$ cat config.mk
export PLATFORM = sky130hd
export DESIGN_NAME = nmea_sentence_checker_unit
export DESIGN_NICKNAME = d
export VERILOG_FILES = /design/src/rtl/nsc_pkg.sv /design/src/rtl/nsc_ram.sv /design/src/rtl/nsc_datapath.sv /design/src/rtl/nsc_ctrl.sv /design/src/rtl/nmea_sentence_checker_unit.sv
export SDC_FILE = /design/constraint.sdc
export NUM_CORES = 1
export LEC_CHECK = 0
export ABC_AREA = 1
export BUFFER_PORTS_ARGS = -buffer_cell sky130_fd_sc_hd__buf_2
export CAP_MARGIN = 20
export CORE_AREA = 3 3 204 206
export CTS_BUF_LIST = sky130_fd_sc_hd__clkbuf_4
export CTS_CLUSTER_DIAMETER = 200
export DETAILED_ROUTE_END_ITERATION = 8
export DIE_AREA = 0 0 207 209
export HOLD_SLACK_MARGIN = 0.12
export PLACE_DENSITY = 0.77
export SKIP_CTS_REPAIR_TIMING = 1
export SYNTH_ARGS = -nofsm -noshare
export SYNTH_HDL_FRONTEND = slang
export SYNTH_SLANG_ARGS = --single-unit
$ cat constraint.sdc
create_clock -name i_clk -period 3.78 [get_ports i_clk]
set_clock_uncertainty 0.15 [all_clocks]
set_input_delay 0.189 -clock i_clk [delete_from_list [all_inputs] [get_ports i_clk]]
set_output_delay 0.189 -clock i_clk [all_outputs]
set_load 0.005 [all_outputs]
$ cat src/rtl/nsc_pkg.sv
// Package for the sentence checker: character codes, widths, FSM state type,
// controller/datapath command and status structs, hex digit decoder.
// No dependencies.
`default_nettype none

package nsc_pkg;

    localparam int BUFFER_DEPTH_DEF = 64;
    localparam int SENT_CAP         = 64;
    localparam int CNT_W            = 7;
    localparam int IDX_W            = 6;
    localparam int CHAR_W           = 8;
    localparam int OUT_DATA_W       = 16;

    localparam logic [CNT_W-1:0]  LEN_RESET    = 7'd64;
    localparam logic [CHAR_W-1:0] CHAR_DOLLAR  = 8'h24;
    localparam logic [CHAR_W-1:0] CHAR_COMMA   = 8'h2C;
    localparam logic [CHAR_W-1:0] CHAR_STAR    = 8'h2A;
    localparam logic [CHAR_W-1:0] CHAR_ZERO    = 8'h30;
    localparam logic [CHAR_W-1:0] CHAR_NINE    = 8'h39;
    localparam logic [CHAR_W-1:0] CHAR_LC_A    = 8'h61;
    localparam logic [CHAR_W-1:0] CHAR_LC_F    = 8'h66;
    localparam logic [CHAR_W-1:0] CHAR_UC_A    = 8'h41;
    localparam logic [CHAR_W-1:0] CHAR_UC_F    = 8'h46;
    localparam logic [CHAR_W-1:0] HEX_ALPHA_OFS = 8'd10;

    typedef enum logic [2:0] {
        ST_IDLE,
        ST_HEADER,
        ST_DATA,
        ST_CHECK,
        ST_EMIT
    } t_state;

    typedef struct packed {
        logic store;
        logic clear;
        logic xor_en;
        logic digit;
        logic start_emit;
    } t_cmd;

    typedef struct packed {
        logic is_dollar;
        logic is_comma;
        logic is_star;
        logic over_limit;
        logic lim_zero;
        logic second_digit;
        logic sum_ok;
        logic emit_busy;
    } t_stat;

    // bit 4 set: not a hex digit
    function automatic logic [4:0] hex_val(input logic [CHAR_W-1:0] ch);
        logic [CHAR_W-1:0] v;
        logic [4:0]        r;
        v = '0;
        r = 5'h10;
        if (ch >= CHAR_ZERO && ch <= CHAR_NINE) begin
            v = ch - CHAR_ZERO;
            r = {1'b0, v[3:0]};
        end else if (ch >= CHAR_LC_A && ch <= CHAR_LC_F) begin
            v = ch - CHAR_LC_A + HEX_ALPHA_OFS;
            r = {1'b0, v[3:0]};
        end else if (ch >= CHAR_UC_A && ch <= CHAR_UC_F) begin
            v = ch - CHAR_UC_A + HEX_ALPHA_OFS;
            r = {1'b0, v[3:0]};
        end
        return r;
    endfunction

endpackage

`default_nettype wire

$ cat src/rtl/nsc_ram.sv
// Generic simple dual-port RAM: one write port, one read port with
// registered, enabled read data. No dependencies.
`default_nettype none

module nsc_ram #(
    parameter int WIDTH = 8,
    parameter int DEPTH = 64
) (
    input  wire logic                     i_clk,
    input  wire logic                     i_we,
    input  wire logic [$clog2(DEPTH)-1:0] i_waddr,
    input  wire logic [WIDTH-1:0]         i_wdata,
    input  wire logic                     i_re,
    input  wire logic [$clog2(DEPTH)-1:0] i_raddr,
    output logic      [WIDTH-1:0]         o_rdata
);

    logic [WIDTH-1:0] r_mem [DEPTH];

    always_ff @(posedge i_clk) begin
        if (i_we) begin
            r_mem[i_waddr] <= i_wdata;
        end
        if (i_re) begin
            o_rdata <= r_mem[i_raddr];
        end
    end

endmodule

`default_nettype wire

$ cat src/rtl/nsc_datapath.sv
// Datapath: length limit register, checksum, store count, sentence buffer,
// read-out sequencing and output register. Depends on nsc_pkg, nsc_ram.
`default_nettype none

module nsc_datapath
    import nsc_pkg::*;
#(
    parameter int BUFFER_DEPTH = BUFFER_DEPTH_DEF
) (
    input  wire logic                    i_clk,
    input  wire logic                    i_rst_n,
    input  wire logic                    i_cfg_we,
    input  wire logic [CNT_W-1:0]        i_cfg_data,
    input  wire logic [CHAR_W-1:0]       i_char,
    input  wire t_cmd                    i_cmd,
    output t_stat                        o_stat,
    output logic                         o_out_valid,
    input  wire logic                    i_out_ready,
    output logic [CHAR_W-1:0]            o_out_char,
    output logic [IDX_W-1:0]             o_out_idx,
    output logic                         o_out_last
);

    localparam int AW      = $clog2(BUFFER_DEPTH);
    localparam int LIM_CAP = (BUFFER_DEPTH < SENT_CAP) ? BUFFER_DEPTH : SENT_CAP;

    logic [CNT_W-1:0]  r_max_len;
    logic [CHAR_W-1:0] r_sum, n_sum;
    logic [CNT_W-1:0]  r_count, n_count;
    logic              r_dig_seen;
    logic [CHAR_W-1:0] r_prev_char;
    logic [CNT_W-1:0]  r_rd_idx;
    logic [CNT_W-1:0]  r_emit_len;
    logic              r_rd_vld;
    logic [IDX_W-1:0]  r_dat_idx;
    logic              r_out_vld;
    logic [CHAR_W-1:0] r_out_char;
    logic [IDX_W-1:0]  r_out_idx;
    logic              r_out_last;

    logic [CNT_W-1:0]  w_lim;
    logic [4:0]        w_hex_hi;
    logic [4:0]        w_hex_lo;
    logic              w_load;
    logic              w_rd_issue;
    logic [CHAR_W-1:0] w_rdata;

    assign w_lim = (r_max_len > CNT_W'(LIM_CAP)) ? CNT_W'(LIM_CAP) : r_max_len;

    assign w_hex_hi = hex_val(r_prev_char);
    assign w_hex_lo = hex_val(i_char);

    assign w_load     = r_rd_vld && (!r_out_vld || i_out_ready);
    assign w_rd_issue = (r_rd_idx != r_emit_len) && (!r_rd_vld || w_load);

    always_comb begin
        o_stat.is_dollar    = (i_char == CHAR_DOLLAR);
        o_stat.is_comma     = (i_char == CHAR_COMMA);
        o_stat.is_star      = (i_char == CHAR_STAR);
        o_stat.over_limit   = (r_count >= w_lim);
        o_stat.lim_zero     = (w_lim == '0);
        o_stat.second_digit = r_dig_seen;
        o_stat.sum_ok       = !w_hex_hi[4] && !w_hex_lo[4] &&
                              ({w_hex_hi[3:0], w_hex_lo[3:0]} == r_sum);
        o_stat.emit_busy    = (r_rd_idx != r_emit_len) || r_rd_vld;
    end

    always_comb begin
        n_sum = r_sum;
        if (i_cmd.clear) begin
            n_sum = '0;
        end else if (i_cmd.xor_en) begin
            n_sum = r_sum ^ i_char;
        end
        n_count = r_count;
        if (i_cmd.clear) begin
            n_count = '0;
        end else if (i_cmd.store) begin
            n_count = r_count + 1'b1;
        end
    end

    always_ff @(posedge i_clk) begin
        if (!i_rst_n) begin
            r_max_len  <= LEN_RESET;
            r_sum      <= '0;
            r_count    <= '0;
            r_dig_seen <= 1'b0;
            r_rd_idx   <= '0;
            r_emit_len <= '0;
            r_rd_vld   <= 1'b0;
            r_out_vld  <= 1'b0;
        end else begin
            if (i_cfg_we) begin
                r_max_len <= i_cfg_data;
            end
            r_sum   <= n_sum;
            r_count <= n_count;
            if (i_cmd.clear) begin
                r_dig_seen <= 1'b0;
            end else if (i_cmd.digit) begin
                r_dig_seen <= 1'b1;
            end
            if (i_cmd.start_emit) begin
                r_rd_idx   <= '0;
                r_emit_len <= r_count + 1'b1;
            end else if (w_rd_issue) begin
                r_rd_idx <= r_rd_idx + 1'b1;
            end
            if (w_rd_issue) begin
                r_rd_vld <= 1'b1;
            end else if (w_load) begin
                r_rd_vld <= 1'b0;
            end
            if (w_load) begin
                r_out_vld <= 1'b1;
            end else if (i_out_ready) begin
                r_out_vld <= 1'b0;
            end
        end
    end

    always_ff @(posedge i_clk) begin
        if (i_cmd.digit) begin
            r_prev_char <= i_char;
        end
        if (w_rd_issue) begin
            r_dat_idx <= r_rd_idx[IDX_W-1:0];
        end
        if (w_load) begin
            r_out_char <= w_rdata;
            r_out_idx  <= r_dat_idx;
            r_out_last <= (({1'b0, r_dat_idx} + 1'b1) == r_emit_len);
        end
    end

    nsc_ram #(
        .WIDTH (CHAR_W),
        .DEPTH (BUFFER_DEPTH)
    ) u_ram (
        .i_clk   (i_clk),
        .i_we    (i_cmd.store),
        .i_waddr (AW'(r_count)),
        .i_wdata (i_char),
        .i_re    (w_rd_issue),
        .i_raddr (AW'(r_rd_idx)),
        .o_rdata (w_rdata)
    );

    assign o_out_valid = r_out_vld;
    assign o_out_char  = r_out_char;
    assign o_out_idx   = r_out_idx;
    assign o_out_last  = r_out_last;

endmodule

`default_nettype wire

$ cat src/rtl/nsc_ctrl.sv
// Controller FSM: sentence framing phases and read-out phase; drives the
// datapath commands and the input ready. Depends on nsc_pkg.
`default_nettype none

module nsc_ctrl
    import nsc_pkg::*;
(
    input  wire logic  i_clk,
    input  wire logic  i_rst_n,
    input  wire logic  i_in_valid,
    output logic       o_in_ready,
    input  wire t_stat i_stat,
    output t_cmd       o_cmd
);

    t_state r_state, n_state;
    logic   w_acc;

    assign o_in_ready = (r_state != ST_EMIT);
    assign w_acc      = i_in_valid && o_in_ready;

    always_comb begin
        n_state = r_state;
        case (r_state)
            ST_IDLE: begin
                if (w_acc && i_stat.is_dollar && !i_stat.lim_zero) begin
                    n_state = ST_HEADER;
                end
            end
            ST_HEADER: begin
                if (w_acc) begin
                    if (i_stat.over_limit) begin
                        n_state = ST_IDLE;
                    end else if (i_stat.is_comma) begin
                        n_state = ST_DATA;
                    end
                end
            end
            ST_DATA: begin
                if (w_acc) begin
                    if (i_stat.over_limit) begin
                        n_state = ST_IDLE;
                    end else if (i_stat.is_star) begin
                        n_state = ST_CHECK;
                    end
                end
            end
            ST_CHECK: begin
                if (w_acc) begin
                    if (i_stat.over_limit) begin
                        n_state = ST_IDLE;
                    end else if (i_stat.second_digit) begin
                        n_state = i_stat.sum_ok ? ST_EMIT : ST_IDLE;
                    end
                end
            end
            ST_EMIT: begin
                if (!i_stat.emit_busy) begin
                    n_state = ST_IDLE;
                end
            end
            default: n_state = ST_IDLE;
        endcase
    end

    always_comb begin
        o_cmd = '0;
        case (r_state)
            ST_IDLE: begin
                o_cmd.store = w_acc && i_stat.is_dollar && !i_stat.lim_zero;
            end
            ST_HEADER: begin
                if (w_acc) begin
                    o_cmd.clear  = i_stat.over_limit;
                    o_cmd.store  = !i_stat.over_limit;
                    o_cmd.xor_en = !i_stat.over_limit;
                end
            end
            ST_DATA: begin
                if (w_acc) begin
                    o_cmd.clear  = i_stat.over_limit;
                    o_cmd.store  = !i_stat.over_limit;
                    o_cmd.xor_en = !i_stat.over_limit && !i_stat.is_star;
                end
            end
            ST_CHECK: begin
                if (w_acc) begin
                    o_cmd.clear      = i_stat.over_limit || i_stat.second_digit;
                    o_cmd.store      = !i_stat.over_limit;
                    o_cmd.digit      = !i_stat.over_limit && !i_stat.second_digit;
                    o_cmd.start_emit = !i_stat.over_limit && i_stat.second_digit &&
                                       i_stat.sum_ok;
                end
            end
            ST_EMIT: begin
                o_cmd = '0;
            end
            default: o_cmd = '0;
        endcase
    end

    always_ff @(posedge i_clk) begin
        if (!i_rst_n) begin
            r_state <= ST_IDLE;
        end else begin
            r_state <= n_state;
        end
    end

endmodule

`default_nettype wire

$ cat src/rtl/nmea_sentence_checker_unit.sv
// Top level of the NMEA-0183 sentence checker: controller plus datapath.
// Depends on nsc_pkg, nsc_ctrl, nsc_datapath.
//
// Usage:
//   s_axis: one received character per request in tdata[7:0].
//   m_axis: one character of a checked sentence per request; tdata[7:0] is
//     the character, tdata[13:8] its position (0 is '$'), tlast marks the
//     second checksum digit.
//   cfg: write of the 7-bit sentence length limit, always ready.
// While a sentence is being framed, one character is taken per cycle.
// After the second checksum digit of a matching sentence, the characters
// are read from the sentence buffer's registered read port into the output
// register and appear on m_axis one per cycle. s_axis tready stays low
// while the stored characters are read out; a stalled receiver holds the
// read-out and thus the input. A failing sentence gives no output and does
// not hold the input.
// Reset (synchronous, active low) returns to idle, drops any partial
// sentence, empties the output register and sets the limit to 64. The
// sentence buffer needs no clearing pass.
`default_nettype none

module nmea_sentence_checker_unit
    import nsc_pkg::*;
#(
    parameter int BUFFER_DEPTH = BUFFER_DEPTH_DEF
) (
    input  wire logic                  i_clk,
    input  wire logic                  i_rst_n,
    input  wire logic                  i_s_axis_tvalid,
    output logic                       o_s_axis_tready,
    input  wire logic [CHAR_W-1:0]     i_s_axis_tdata,  // [7:0] rx_char
    output logic                       o_m_axis_tvalid,
    input  wire logic                  i_m_axis_tready,
    output logic [OUT_DATA_W-1:0]      o_m_axis_tdata,  // [7:0] sentence_char,
                                                        // [13:8] char_index, pad
    output logic                       o_m_axis_tlast,
    input  wire logic                  i_cfg_valid,
    output logic                       o_cfg_ready,
    input  wire logic [CNT_W-1:0]      i_cfg_data       // max_sentence_length
);

    t_cmd              w_cmd;
    t_stat             w_stat;
    logic [CHAR_W-1:0] w_out_char;
    logic [IDX_W-1:0]  w_out_idx;

    assign o_cfg_ready = 1'b1;

    nsc_ctrl u_ctrl (
        .i_clk      (i_clk),
        .i_rst_n    (i_rst_n),
        .i_in_valid (i_s_axis_tvalid),
        .o_in_ready (o_s_axis_tready),
        .i_stat     (w_stat),
        .o_cmd      (w_cmd)
    );

    nsc_datapath #(
        .BUFFER_DEPTH (BUFFER_DEPTH)
    ) u_dp (
        .i_clk       (i_clk),
        .i_rst_n     (i_rst_n),
        .i_cfg_we    (i_cfg_valid && o_cfg_ready),
        .i_cfg_data  (i_cfg_data),
        .i_char      (i_s_axis_tdata),
        .i_cmd       (w_cmd),
        .o_stat      (w_stat),
        .o_out_valid (o_m_axis_tvalid),
        .i_out_ready (i_m_axis_tready),
        .o_out_char  (w_out_char),
        .o_out_idx   (w_out_idx),
        .o_out_last  (o_m_axis_tlast)
    );

    assign o_m_axis_tdata = {{(OUT_DATA_W - CHAR_W - IDX_W){1'b0}}, w_out_idx, w_out_char};

endmodule

`default_nettype wire

After elaboration in Yosys (flattened, before gate mapping)
Memory sizes are Yosys's and may differ from the RTL's. A register that Yosys moved wholly into a read port is not among the register bits.
Index checks and enable logic that the tools add are counted.
{"block": "classes", "add_sub_neg": 13, "mul": 0, "div_mod_pow": 0, "order_cmp": 14, "eq_ne": 19, "n_shift": 0, "mux": 34, "bitwise": 2, "n_reduce_logical": 36}
{"operator": "$mux W3", "count": 14}
{"operator": "$ge A8 B7 Y1 const B", "count": 4}
{"operator": "$le A8 B7 Y1 const B", "count": 4}
{"operator": "$mux W5", "count": 6}
{"operator": "$eq A8 B6 Y1 const B", "count": 3}
{"operator": "$sub A4 B1 Y4 const B", "count": 6}
{"operator": "$logic_and A1 B1 Y1", "count": 17}
{"operator": "$add A4 B4 Y4 const B", "count": 4}
{"operator": "$ge A8 B6 Y1 const B", "count": 2}
{"operator": "$le A8 B6 Y1 const B", "count": 2}
{"operator": "$pmux W3 S5", "count": 1}
{"operator": "$add A7 B1 Y7 const B", "count": 2}
{"operator": "$ne A3 B1 Y1 const B", "count": 3}
{"operator": "$eq A8 B8 Y1", "count": 1}
{"operator": "$logic_not A1 Y1", "count": 8}
{"operator": "$ne A2 B1 Y1 const B", "count": 4}
{"operator": "$reduce_and A8 Y1", "count": 1}
{"operator": "$xor A8 B8 Y8", "count": 1}
{"operator": "$add A6 B1 Y7 const B", "count": 1}
{"operator": "$eq A7 B7 Y1", "count": 1}
{"operator": "$ge A7 B7 Y1", "count": 1}
{"operator": "$gt A7 B7 Y1 const B", "count": 1}
{"operator": "$logic_not A7 Y1", "count": 1}
{"operator": "$mux W7", "count": 1}
{"operator": "other kinds (16)", "count": 29}
{"block": "totals", "register_bits": 71, "latch_bits": 0, "ram_bits": 512, "mem_bits_ro": 0, "inputBits": 20, "output_inout_bits": 20, "elab_cells": 133, "mem_count": 1}
{"memory": "u_dp.u_ram.r_mem", "depth": 64, "width": 8, "read_ports": 1, "rd_clocked_by_memory_dff": 1, "wr": 1, "line": "nsc_ram.sv:18", "text": "logic [WIDTH-1:0] r_mem [DEPTH];"}

Longest topological paths before layout
Gate-level depths: netlist of the first run.
{"block": "logic_depth", "depth_word": 13, "mapped_depth": 18, "depth_no_buf": 18}

Modules after synthesis
From an unflattened synthesis of the first run, not the netlist that was laid out.
{"block": "unflattened", "cells_unflattened": 2294, "hier_area_um2": 25343.1}
{"mod": "nsc_ram", "instances": 1, "cells_each": 1805, "area_per_inst_um2": 21419.3, "seq_area_each_um2": 15615.0}
{"mod": "nsc_datapath", "instances": 1, "cells_each": 413, "area_per_inst_um2": 3479.6, "seq_area_each_um2": 1651.6}
{"mod": "nsc_ctrl", "instances": 1, "cells_each": 71, "area_per_inst_um2": 414.1, "seq_area_each_um2": 60.1}
{"mod": "nmea_sentence_checker_unit", "instances": 1, "cells_each": 5, "area_per_inst_um2": 30.0, "seq_area_each_um2": 0.0}

Least setup slack after synthesis of the first run
Ideal clock, no wire load.
{"block": "synth_timing", "path_type": "reg-to-reg", "start": "reg u_dp.r_max_len[6]", "end": "mem u_dp.u_ram.r_mem[18][0] (enable)", "setup_ps": 395, "arrival_time_ps": 2627, "t_required_ps": 3235, "path_slack_ps": 609, "path_stages_with_launch": 13, "path_buffers": 0, "period_less_slack_ps": 3171, "path_cell_list": "dfxtp_1 inv_1 nand2_1 ha_1 a21oi_1 o21ai_1 nand2_1 nand3_2 inv_1 nand4_1 nand2_2 nand4_1 nor4_1"}
{"block": "synth_between", "elab_chain_len": 8, "elab_cells_between_ends": 13, "cone_classes": "2 x order compare; 7 x mux; 4 x reduce/logical"}
{"element": "start, declared", "line": "nsc_datapath.sv:27", "text": "logic [CNT_W-1:0] r_max_len;"}
{"element": "start signal, assigned", "line": "nsc_datapath.sv:95", "text": "r_max_len <= i_cfg_data;"}
{"element": "$gt A7 B7 Y1", "line": "nsc_datapath.sv:48", "text": "assign w_lim = (r_max_len > CNT_W'(LIM_CAP)) ? CNT_W'(LIM_CAP) : r_max_len;"}
{"element": "$mux W7 *", "line": "nsc_datapath.sv:48"}
{"element": "$ge A7 B7 Y1 / $logic_not A7 Y1 (equally long branches)", "line": "nsc_datapath.sv:60, nsc_datapath.sv:61"}
{"element": "$logic_not A1 Y1, on equally long branches"}
{"element": "$mux W2 (tied with other cells)", "line": "nsc_ctrl.sv:87", "text": "if (w_acc) begin"}
{"element": "$pmux W1 S4 *", "line": "nsc_ctrl.sv:68", "text": "case (r_state)"}
{"element": "$mux W1 *", "line": "nsc_ram.sv:21", "text": "if (i_we) begin"}
{"element": "$mux W1 (implied by the code) *", "line": "nsc_ram.sv:22", "text": "r_mem[i_waddr] <= i_wdata;"}
{"element": "end, declared", "line": "nsc_ram.sv:18"}
Every way passes the cells marked *; elsewhere a longest branch is shown, timed or not.

Worst setup path in the final report of the first run
{"block": "layout_timing", "start": "reg u_dp.r_max_len[6]", "end": "mem u_dp.u_ram.r_mem[19][0] (enable)"}
Same word-level chain as after synthesis.

==> results.txt, run 1 <==
Of the post-synthesis cell area, the part taken by muxes is 0%. The switching component of the power came out at 4.55 mW. The number of hold violations in the final report was 0. At the pin with the least slew margin, the transition time is 1.24 ns. The first-iteration detailed-routing DRC count came out at 2568. The first-pass iteration count of the detailed router came out at 9.

The clock latency at the later pin of the worst-skew pair came out at 0.88 ns. The category of the critical setup timing path is register to register. The number of logic stages on the critical path including buffering is 13. The residual DRC count came out at 1.

In this run, CTS created clock tree buffers numbering 145. The sequential cell area fraction in the yosys report came out at 71.1%. The worst endpoint required time is 4.18 ns. The weighted congestion reported at the end of routability-driven placement is 0.966. The final reports fail on design-rule violations.

The cell count after synthesis came out at 2036. By area, the combinational part of the netlist is dominated by simple AND/OR/NAND/NOR gates. Entering global routing, the biggest net connects 262 pins. In this run the tightest slew margin relative to its limit is 17.3%. STA classifies the critical path endpoint as a register.

The first-pass GRT wire length is 98.0 mm. The number of I/O pins came out at 40. The worst register-to-register path ends at u_dp.u_ram.r_mem[19][0]$_DFFE_PP_. The CTS tree is done. The via count of the first global-routing pass is 17300. The number of pins exceeding their max-slew limit in the final report is 0. The largest stage delay on the critical path came out at 0.49 ns. The final critical path takes up 99.5% of the cycle. The deepest clock path buffer count is 3. STA classifies the critical path startpoint as a register.

The most critical setup path has its endpoint at u_dp.u_ram.r_mem[19][0]$_DFFE_PP_. Across the VDD grid, the largest voltage drop is 0.403 mV. The share of the synthesized area in compound gates (AO/OA/AOI/OAI) is 10.9%. The synthesized netlist devotes 0.683% of its cell area to XOR and XNOR gates.

The sum of net half-perimeters after detailed placement is 38.2 mm. The origin of the worst min-delay path is i_s_axis_tdata[4]. The floorplan step defined a die boundary enclosing 0.0433 mm2. The slowest stage of the critical path is the sky130_fd_sc_hd__nand4_1 cell. In this run switching power makes up 29.6% of total power.

The routed wire length is 65.4 mm. The peak fanout along the critical path is 14. The area growth from synthesis to final layout is 14.2%. Counting flops with an async set or reset pin after synthesis yields a share of 0%. The die span in y is 209 um.

Traced cell by cell, the critical path runs through inv_1 -> nand2_1 -> ha_1 -> a21oi_1 -> o21ai_1 -> nand2_1 -> nand3_2 -> inv_1 -> nand4_1 -> nand2_2 -> nand4_1 -> nor4_1 -> buf_4. In the routed layout, each cell is associated on average with a via count of 6.25. The number of buffers and inverters on the critical path is 3. The clock share of power came out at 33.2%. The total number of vias came out at 18100. The number of warnings issued by yosys is 0. The number of different library cells used by synthesis comes to 43. The post-synthesis simple-gate area fraction is 13.1%.

The leakage power figure came out at 9.81 nW. Adding up every negative setup slack in the final design gives 0 ns. The number of cells traversed by the worst register-to-register path came out at 13. The arrival time at the worst endpoint came out at 4.16 ns.

The maximum clock rate is 0.266 GHz. The floorplan step defined a core boundary enclosing 0.0398 mm2. The class of the tightest hold or removal check is input port to register. The cell at the root of the clock tree is sky130_fd_sc_hd__clkbuf_4. Cells with a size suffix above 1 make up 17.2% of the layout. The startpoint identified for the worst register-to-register timing path is u_dp.r_max_len[6]$_SDFFE_PN1P_.

A synthesized cell averages 12.0 um2. The sequential cell fraction of total power came out at 49.0%. The final hold slack is 0.150 ns. The power per standard cell area is 552 mW/mm2.

The total number of nets in the final design came out at 2298. The combinational share of power came out at 17.9%. The maximum level of the CTS H-tree came out at 4. For flop-to-flop paths, the worst setup slack is 0.02 ns. The number of core rows came out at 73. The count of nets left with antenna violations once routing finished came out at 0.

The design internal power is 10.8 mW. In the final routed layout, each cell accounts on average for 22.7 um. The flow ran to the end, but the final reports show violations.

The fraction of the mapped netlist area in adder cells came out at 0.924%. The all-layer global routing usage came out at 29.4%. The category of cells accounting for the largest share of critical-path delay is simple AND/OR/NAND/NOR gates. The number of antenna violations at the first check in global routing came to 1. The most used flip-flop cell after synthesis is sky130_fd_sc_hd__edfxtp_1. The setup-violating endpoint count in the final report came out at 0. The initial utilization of the core area, before any placement, comes to 61.2%. The sum of overflow across all layers after global routing is 0. The total number of clock tree sinks came out at 591. In this run the horizontal extent of the chip is 207 um. After clock tree synthesis, the clock-pin slew on the worst setup and hold paths is 0.07 ns. In this run the worst setup path begins at u_dp.r_max_len[6]$_SDFFE_PN1P_. The number of register bits inferred by synthesis came out at 591.

The post-synthesis instance area came out at 0.0244 mm2. The number of violations of the max-capacitance limit is 0. After layout, the minimum clock period comes to 3.76 ns. The count of input and output buffers came out at 36. The synthesized design contains 549 enable-type register cells.
==> layout by cell type (no fill, tap or decap), types with 2 or more instances in the layout <==
cell type / instances
sky130_fd_sc_hd__nor4_1: 7
sky130_fd_sc_hd__or2_2: 3
sky130_fd_sc_hd__o221ai_1: 50
sky130_fd_sc_hd__buf_2: 36
sky130_fd_sc_hd__xor2_1: 12
sky130_fd_sc_hd__nand3_2: 4
sky130_fd_sc_hd__o211ai_1: 16
sky130_fd_sc_hd__nor3_1: 15
sky130_fd_sc_hd__ha_1: 18
sky130_fd_sc_hd__edfxtp_1: 549
sky130_fd_sc_hd__nand2_1: 199
sky130_fd_sc_hd__xnor2_1: 7
sky130_fd_sc_hd__o22ai_1: 79
sky130_fd_sc_hd__buf_12: 2
sky130_fd_sc_hd__nand3_1: 89
sky130_fd_sc_hd__o21ai_1: 3
sky130_fd_sc_hd__clkbuf_4: 211
sky130_fd_sc_hd__nor2_2: 2
sky130_fd_sc_hd__o21ai_0: 272
sky130_fd_sc_hd__conb_1: 3
sky130_fd_sc_hd__clkinv_1: 25
sky130_fd_sc_hd__nand2_4: 2
sky130_fd_sc_hd__nand4_2: 4
sky130_fd_sc_hd__dfxtp_1: 39
sky130_fd_sc_hd__a21oi_1: 38
sky130_fd_sc_hd__dfxtp_4: 2
sky130_fd_sc_hd__nand2_2: 4
sky130_fd_sc_hd__nor2_1: 375
sky130_fd_sc_hd__inv_1: 74
sky130_fd_sc_hd__inv_2: 6
sky130_fd_sc_hd__nand4_1: 32
sky130_fd_sc_hd__dlygate4sd3_1: 47
sky130_fd_sc_hd__clkinv_2: 14
sky130_fd_sc_hd__buf_4: 106
sky130_fd_sc_hd__nor2_4: 4
==> stage by stage <==
step	utilization, %	total power [mW]	setup slack (ns)	instances	cell area (um2)
after floorplan	-	9.29	0.609	2037	24400
after global placement	64.2	10.2	0.493	2591	25600
after detailed placement	64.2	10.3	0.404	2591	25600
after CTS	68.7	15.3	0.397	2840	27300
after global routing	69.9	16.0	-0.0483	2888	27800
final	69.9	15.3	0.0200	2888	27800
==> cells in the mapped netlist, types with 17 or more instances <==
cell	instances	area (um2)
sky130_fd_sc_hd__o221ai_1	50	438
sky130_fd_sc_hd__nor2_1	376	1410
sky130_fd_sc_hd__nand3_1	89	445
sky130_fd_sc_hd__a21oi_1	38	190
sky130_fd_sc_hd__o22ai_1	79	494
sky130_fd_sc_hd__nand4_1	32	200
sky130_fd_sc_hd__nand2_1	199	747
sky130_fd_sc_hd__o21ai_0	272	1360
sky130_fd_sc_hd__ha_1	18	225
sky130_fd_sc_hd__clkbuf_1	89	334
sky130_fd_sc_hd__inv_1	76	285
sky130_fd_sc_hd__buf_2	17	85.1
sky130_fd_sc_hd__edfxtp_1	549	16500
sky130_fd_sc_hd__dfxtp_1	42	841
==> routing by layer <==
layer  global-route usage, %  share of wire [%]  vias to the layer above
li1                        -                  -                     7946
met3                    7.61                 12                      206
met4                    13.1                4.1                        0
met1                    40.5                 37                     8554
met5                       0                  0                        -
met2                    44.9                 46                     1354
==> flip-flops by register name (all words and copies together), names as in the netlist, 3 cells and up <==
| register | cells |
|---|---|
| u_ctrl.r_state | 3 |
| u_dp.r_dat_idx | 6 |
| u_dp.r_emit_len | 7 |
| u_dp.o_out_idx | 6 |
| u_dp.r_max_len | 7 |
| u_dp.u_ram.r_mem | 512 |
| u_dp.r_sum | 8 |
| u_dp.u_ram.o_rdata | 8 |
| u_dp.o_out_char | 8 |
| u_dp.r_rd_idx | 7 |
| u_dp.r_prev_char | 8 |
| u_dp.r_count | 7 |
==> power groups by stage <==
| stage | registers [mW] | logic (mW) | clock network [mW] |
|---|---|---|---|
| floorplan | 7.60 | 1.69 | 0 |
| global placement | 7.65 | 2.54 | 0 |
| detailed placement | 7.65 | 2.60 | 0 |
| CTS | 7.51 | 2.61 | 5.16 |
| global route | 7.52 | 2.97 | 5.54 |
| finish | 7.51 | 2.74 | 5.09 |
==> cell families after synthesis <==
kind of cell | Yosys count
simple gates | 745
flops | 591
compound gates | 463
buf+inv | 198
xor+xnor | 19
fa+ha+maj | 18
other cells | 2
==> how the worst min path moves through the flow <==
| stage | endpoint | cells after the start |
|---|---|---|
| 6_report | u_dp.r_sum[4]$_SDFFE_PP0P_ | 5 |
| 5_1_grt | u_dp.r_sum[7]$_SDFFE_PP0P_ | 5 |
| 4_1_cts | u_dp.r_max_len[6]$_SDFFE_PN1P_ | 3 |
| 3_5_place_dp | u_dp.o_out_char[6]$_DFFE_PP_ | 0 |
| 3_3_place_gp | u_dp.r_max_len[6]$_SDFFE_PN1P_ | 3 |
| 2_1_floorplan | u_dp.r_prev_char[0]$_DFFE_PP_ | 0 |
==> final cells by class <==
cell class	count	area [um2]
Antenna cell	1	2.50
Clock buffer	211	1580
Clock inverter	38	186
Fill cell	2778	12000
Inverter	83	317
Multi-Input combinational cell	1248	6250
Sequential cell	591	17300
Tap cell	525	657
Timing Repair Buffer	191	1490
==> tightest hold or removal path, stage by stage <==
cell and delay [ns]:
sky130_fd_sc_hd__dlygate4sd3_1 0.52, sky130_fd_sc_hd__buf_2 0.11, sky130_fd_sc_hd__inv_1 0.05, sky130_fd_sc_hd__o21ai_0 0.17, sky130_fd_sc_hd__a21oi_1 0.06
No activity file was read; power rests on OpenSTA's default activity.
==> run 2: changes to the inputs <==
--- a/config.mk
+++ b/config.mk
@@ -7,14 +7,13 @@
 export LEC_CHECK = 0
 export ABC_AREA = 1
 export BUFFER_PORTS_ARGS = -buffer_cell sky130_fd_sc_hd__buf_2
-export CAP_MARGIN = 20
-export CORE_AREA = 3 3 204 206
+export CAP_MARGIN = 10
+export CORE_AREA = 3 3 240 242
 export CTS_BUF_LIST = sky130_fd_sc_hd__clkbuf_4
 export CTS_CLUSTER_DIAMETER = 200
 export DETAILED_ROUTE_END_ITERATION = 8
-export DIE_AREA = 0 0 207 209
+export DIE_AREA = 0 0 243 245
 export HOLD_SLACK_MARGIN = 0.12
-export PLACE_DENSITY = 0.77
 export SKIP_CTS_REPAIR_TIMING = 1
 export SYNTH_ARGS = -nofsm -noshare
 export SYNTH_HDL_FRONTEND = slang
==> results.txt, run 2 (synthesis gave the netlist of run 1 again) <==
The flow ran to the end, and the final reports show no timing, DRC or antenna violations. The switching portion of total power is 29.7% (about the same). The weighted congestion reported at the end of routability-driven placement is 0.904 (-6.4%). In the layout the commonest cells are sky130_fd_sc_hd__edfxtp_1 (549), sky130_fd_sc_hd__nor2_1 (375), sky130_fd_sc_hd__o21ai_0 (272).

The peak fanout along the critical path came out at 52 (+38). The worst slack at placement was 0.355 ns (-0.0492 ns). The total number of clock tree sinks came out at 591 (unchanged).

The leakage power figure came out at 9.77 nW (-0.48%). The total number of nets in the final design is 2293 (-0.22%). The placeable core region is 0.0553 mm2 (+39%). The number of antenna violations at the first check in global routing was 3 (+2). The combinational share of power is 17.8% (about the same).

The residual DRC count is 0 (-1). The first-iteration detailed-routing DRC count came to 1997 (-22%). Setup repair after global routing left no endpoint under its margin.

The number of nets with antenna violations after routing is 0 (unchanged). The switching component of the power is 4.66 mW (+2.5%). The category of the critical setup timing path is register to register. The number of hold violations in the final report was 0 (unchanged). The worst endpoint required time is 4.51 ns (+0.33 ns). The cell count after placement came out at 2796 (+7.9%). The floorplan die area is 0.0595 mm2 (+38%).

The all-layer global routing usage came out at 23.0% (-6.4 points). The routed wire length came out at 69.2 mm (+5.7%). The first-pass iteration count of the detailed router came out at 6 (-3).

The worst slew margin relative to its limit is 29.1% (+12 points). The number of core rows is 86 (+18%). The number of buffers inserted during clock tree synthesis is 153 (+5.5%). The deepest clock path buffer count came to 3 (unchanged). The sum of net half-perimeters after detailed placement came to 41.4 mm (+8.2%). The post-detailed-route wirelength per cell came to 22.3 um (-1.5%). The cell at the root of the clock tree is sky130_fd_sc_hd__clkbuf_4. The worst hold path belongs to the class input port to register. The critical path endpoint category is a register. The flip-flop count of the largest register after layout is 512 (unchanged). The total number of vias is 17400 (-3.6%). The routed via count divided by cell count came out at 5.61 (-10%). The total negative slack for setup checks came out at 0 ns (unchanged). The minimum clock period came out at 3.55 ns (-0.214 ns). The measured slew at the worst slew-check pin came to 1.06 ns (-0.177 ns). The maximum number of pins on one net before global-route repair is 262 (unchanged). The maximum level of the CTS H-tree came out at 4 (unchanged). The part of the cycle the worst path needs is 93.8% (-5.7 points).

The die span in y is 245 um (+17%). The layout filler cell count is 4944 (+78%). The arrival time at the worst endpoint came out at 4.28 ns (+0.12 ns). Leaving out fill and tap cells, the most frequent cell in the layout is sky130_fd_sc_hd__edfxtp_1. The power per standard cell area came to 558 mW/mm2 (+1.2%). The sequential cell fraction of total power was 47.7% (-1.3 points).

The number of I/O pins is 40 (unchanged). The setup-violating endpoint count in the final report came out at 0 (unchanged). The count of input and output buffers is 36 (unchanged).

The number of pins exceeding their max-slew limit in the final report came out at 0 (unchanged). The CTS clock-pin slew for the worst setup and hold paths is 0.07 ns (about the same). The starting utilization of the core area is 44.0% (-17 points). The area growth from synthesis to final layout is 15.5%.

The final cell utilization of the core is 50.9% (-19 points). The clock share of power came out at 34.5% (+1.3 points). The design internal power came out at 11.1 mW (+2.4%). The final hold slack came to 0.141 ns (-0.00883 ns). TritonCTS built the clock tree. The number of violations of the max-capacitance limit is 0 (unchanged). The sum of overflow across all layers after global routing is 0 (unchanged). The maximum clock rate was 0.282 GHz (+6.0%). The startpoint type of the worst setup path is a register. The setup slack after layout is 0.234 ns (+0.214 ns). The first-pass GRT wire length is 102 mm (+4.5%). The clock latency at the later pin of the worst-skew pair is 0.99 ns (+0.11 ns). The die outline width is 243 um (+17%).

The count of non-filler cells in the finished layout came to 3101 (+7.4%). The largest register by flop count is u_dp.u_ram.r_mem. The via count of the first global-routing pass came out at 16700 (-3.3%). The share of final-layout standard cells stronger than drive strength 1 came out at 16.6% (-0.66 points). The worst vdd rail ir drop was 0.516 mV (+28%).
-- run 2: changes by cell type in the layout (fill, tap and decap cells not counted), moves of 3 or more --
cell,before,now
sky130_fd_sc_hd__buf_4,106,86
sky130_fd_sc_hd__clkinv_2,14,8
sky130_fd_sc_hd__diode_2,1,6
sky130_fd_sc_hd__dlygate4sd3_1,47,52
sky130_fd_sc_hd__bufinv_16,1,5
sky130_fd_sc_hd__clkbuf_4,211,208
sky130_fd_sc_hd__nor4_1,7,4
sky130_fd_sc_hd__nor4_2,0,3
-- run 2: power by group through the flow --
stage	registers, mW	clock network (mW)	logic (mW)
after floorplan	7.60	0	1.69
after global placement	7.63	0	2.70
after detailed placement	7.64	0	2.71
after CTS	7.50	5.55	2.72
after global routing	7.52	5.92	3.05
final	7.50	5.42	2.80
-- run 2: path summary, 6_finish.rpt --
path,slack (ns),to,depth (start not counted),from
min reg2reg,0.27,u_dp.o_out_char[5]$_DFFE_PP_,0,u_dp.u_ram.o_rdata[5]$_DFFE_PP_
max reg2reg,0.23,u_ctrl.r_state[2]$_SDFFE_PN0P_,15,u_dp.r_rd_idx[2]$_SDFFE_PP0P_
min,0.14,u_dp.r_sum[4]$_SDFFE_PP0P_,5,i_s_axis_tdata[4]
max,0.23,u_ctrl.r_state[2]$_SDFFE_PN0P_,15,u_dp.r_rd_idx[2]$_SDFFE_PP0P_
-- run 2: through the flow --
stage               power, mW  cell area [um2]
global placement         10.3            25800
detailed placement       10.3            25800
CTS                      15.8            27600
floorplan                9.29            24400
global route             16.5            28100
finish                   15.7            28100
-- run 2: critical path: stages (launching register included) --
cell	delay [ns]
sky130_fd_sc_hd__dfxtp_2	0.32
sky130_fd_sc_hd__buf_4	0.52
sky130_fd_sc_hd__inv_2	0.44
sky130_fd_sc_hd__nand2_1	0.14
sky130_fd_sc_hd__nand4_1	0.12
sky130_fd_sc_hd__nor2_1	0.13
sky130_fd_sc_hd__nand2_1	0.14
sky130_fd_sc_hd__o21ai_0	0.33
sky130_fd_sc_hd__nand3_1	0.12
sky130_fd_sc_hd__nor2_1	0.10
sky130_fd_sc_hd__nand2_1	0.12
sky130_fd_sc_hd__inv_1	0.10
sky130_fd_sc_hd__nand2_1	0.05
sky130_fd_sc_hd__nand2_1	0.05
sky130_fd_sc_hd__dlygate4sd3_1	0.55
sky130_fd_sc_hd__nor2_1	0.04
-- run 2: final cells by class --
| cell class | count | area, um2 | area share [%] |
|---|---|---|---|
| multi-input combinational | 1248 | 6270 | 22.3 |
| antenna | 6 | 15.0 | 0.0533 |
| timing repair buffer | 178 | 1430 | 5.07 |
| clock buffer | 208 | 1560 | 5.55 |
| tap | 748 | 936 | 3.33 |
| clock inverter | 39 | 287 | 1.02 |
| inverter | 83 | 318 | 1.13 |
| sequential | 591 | 17300 | 61.6 |
-- run 2: per-layer routing --
layer	wire, um	track usage [%]	vias to the layer above	share of wire (%)
met3	5990	5.21	143	8.7
met5	0	0	-	0
met4	2070	8.40	0	3.0
met1	29000	31.5	8436	42
li1	-	-	7959	-
met2	32200	36.2	866	46
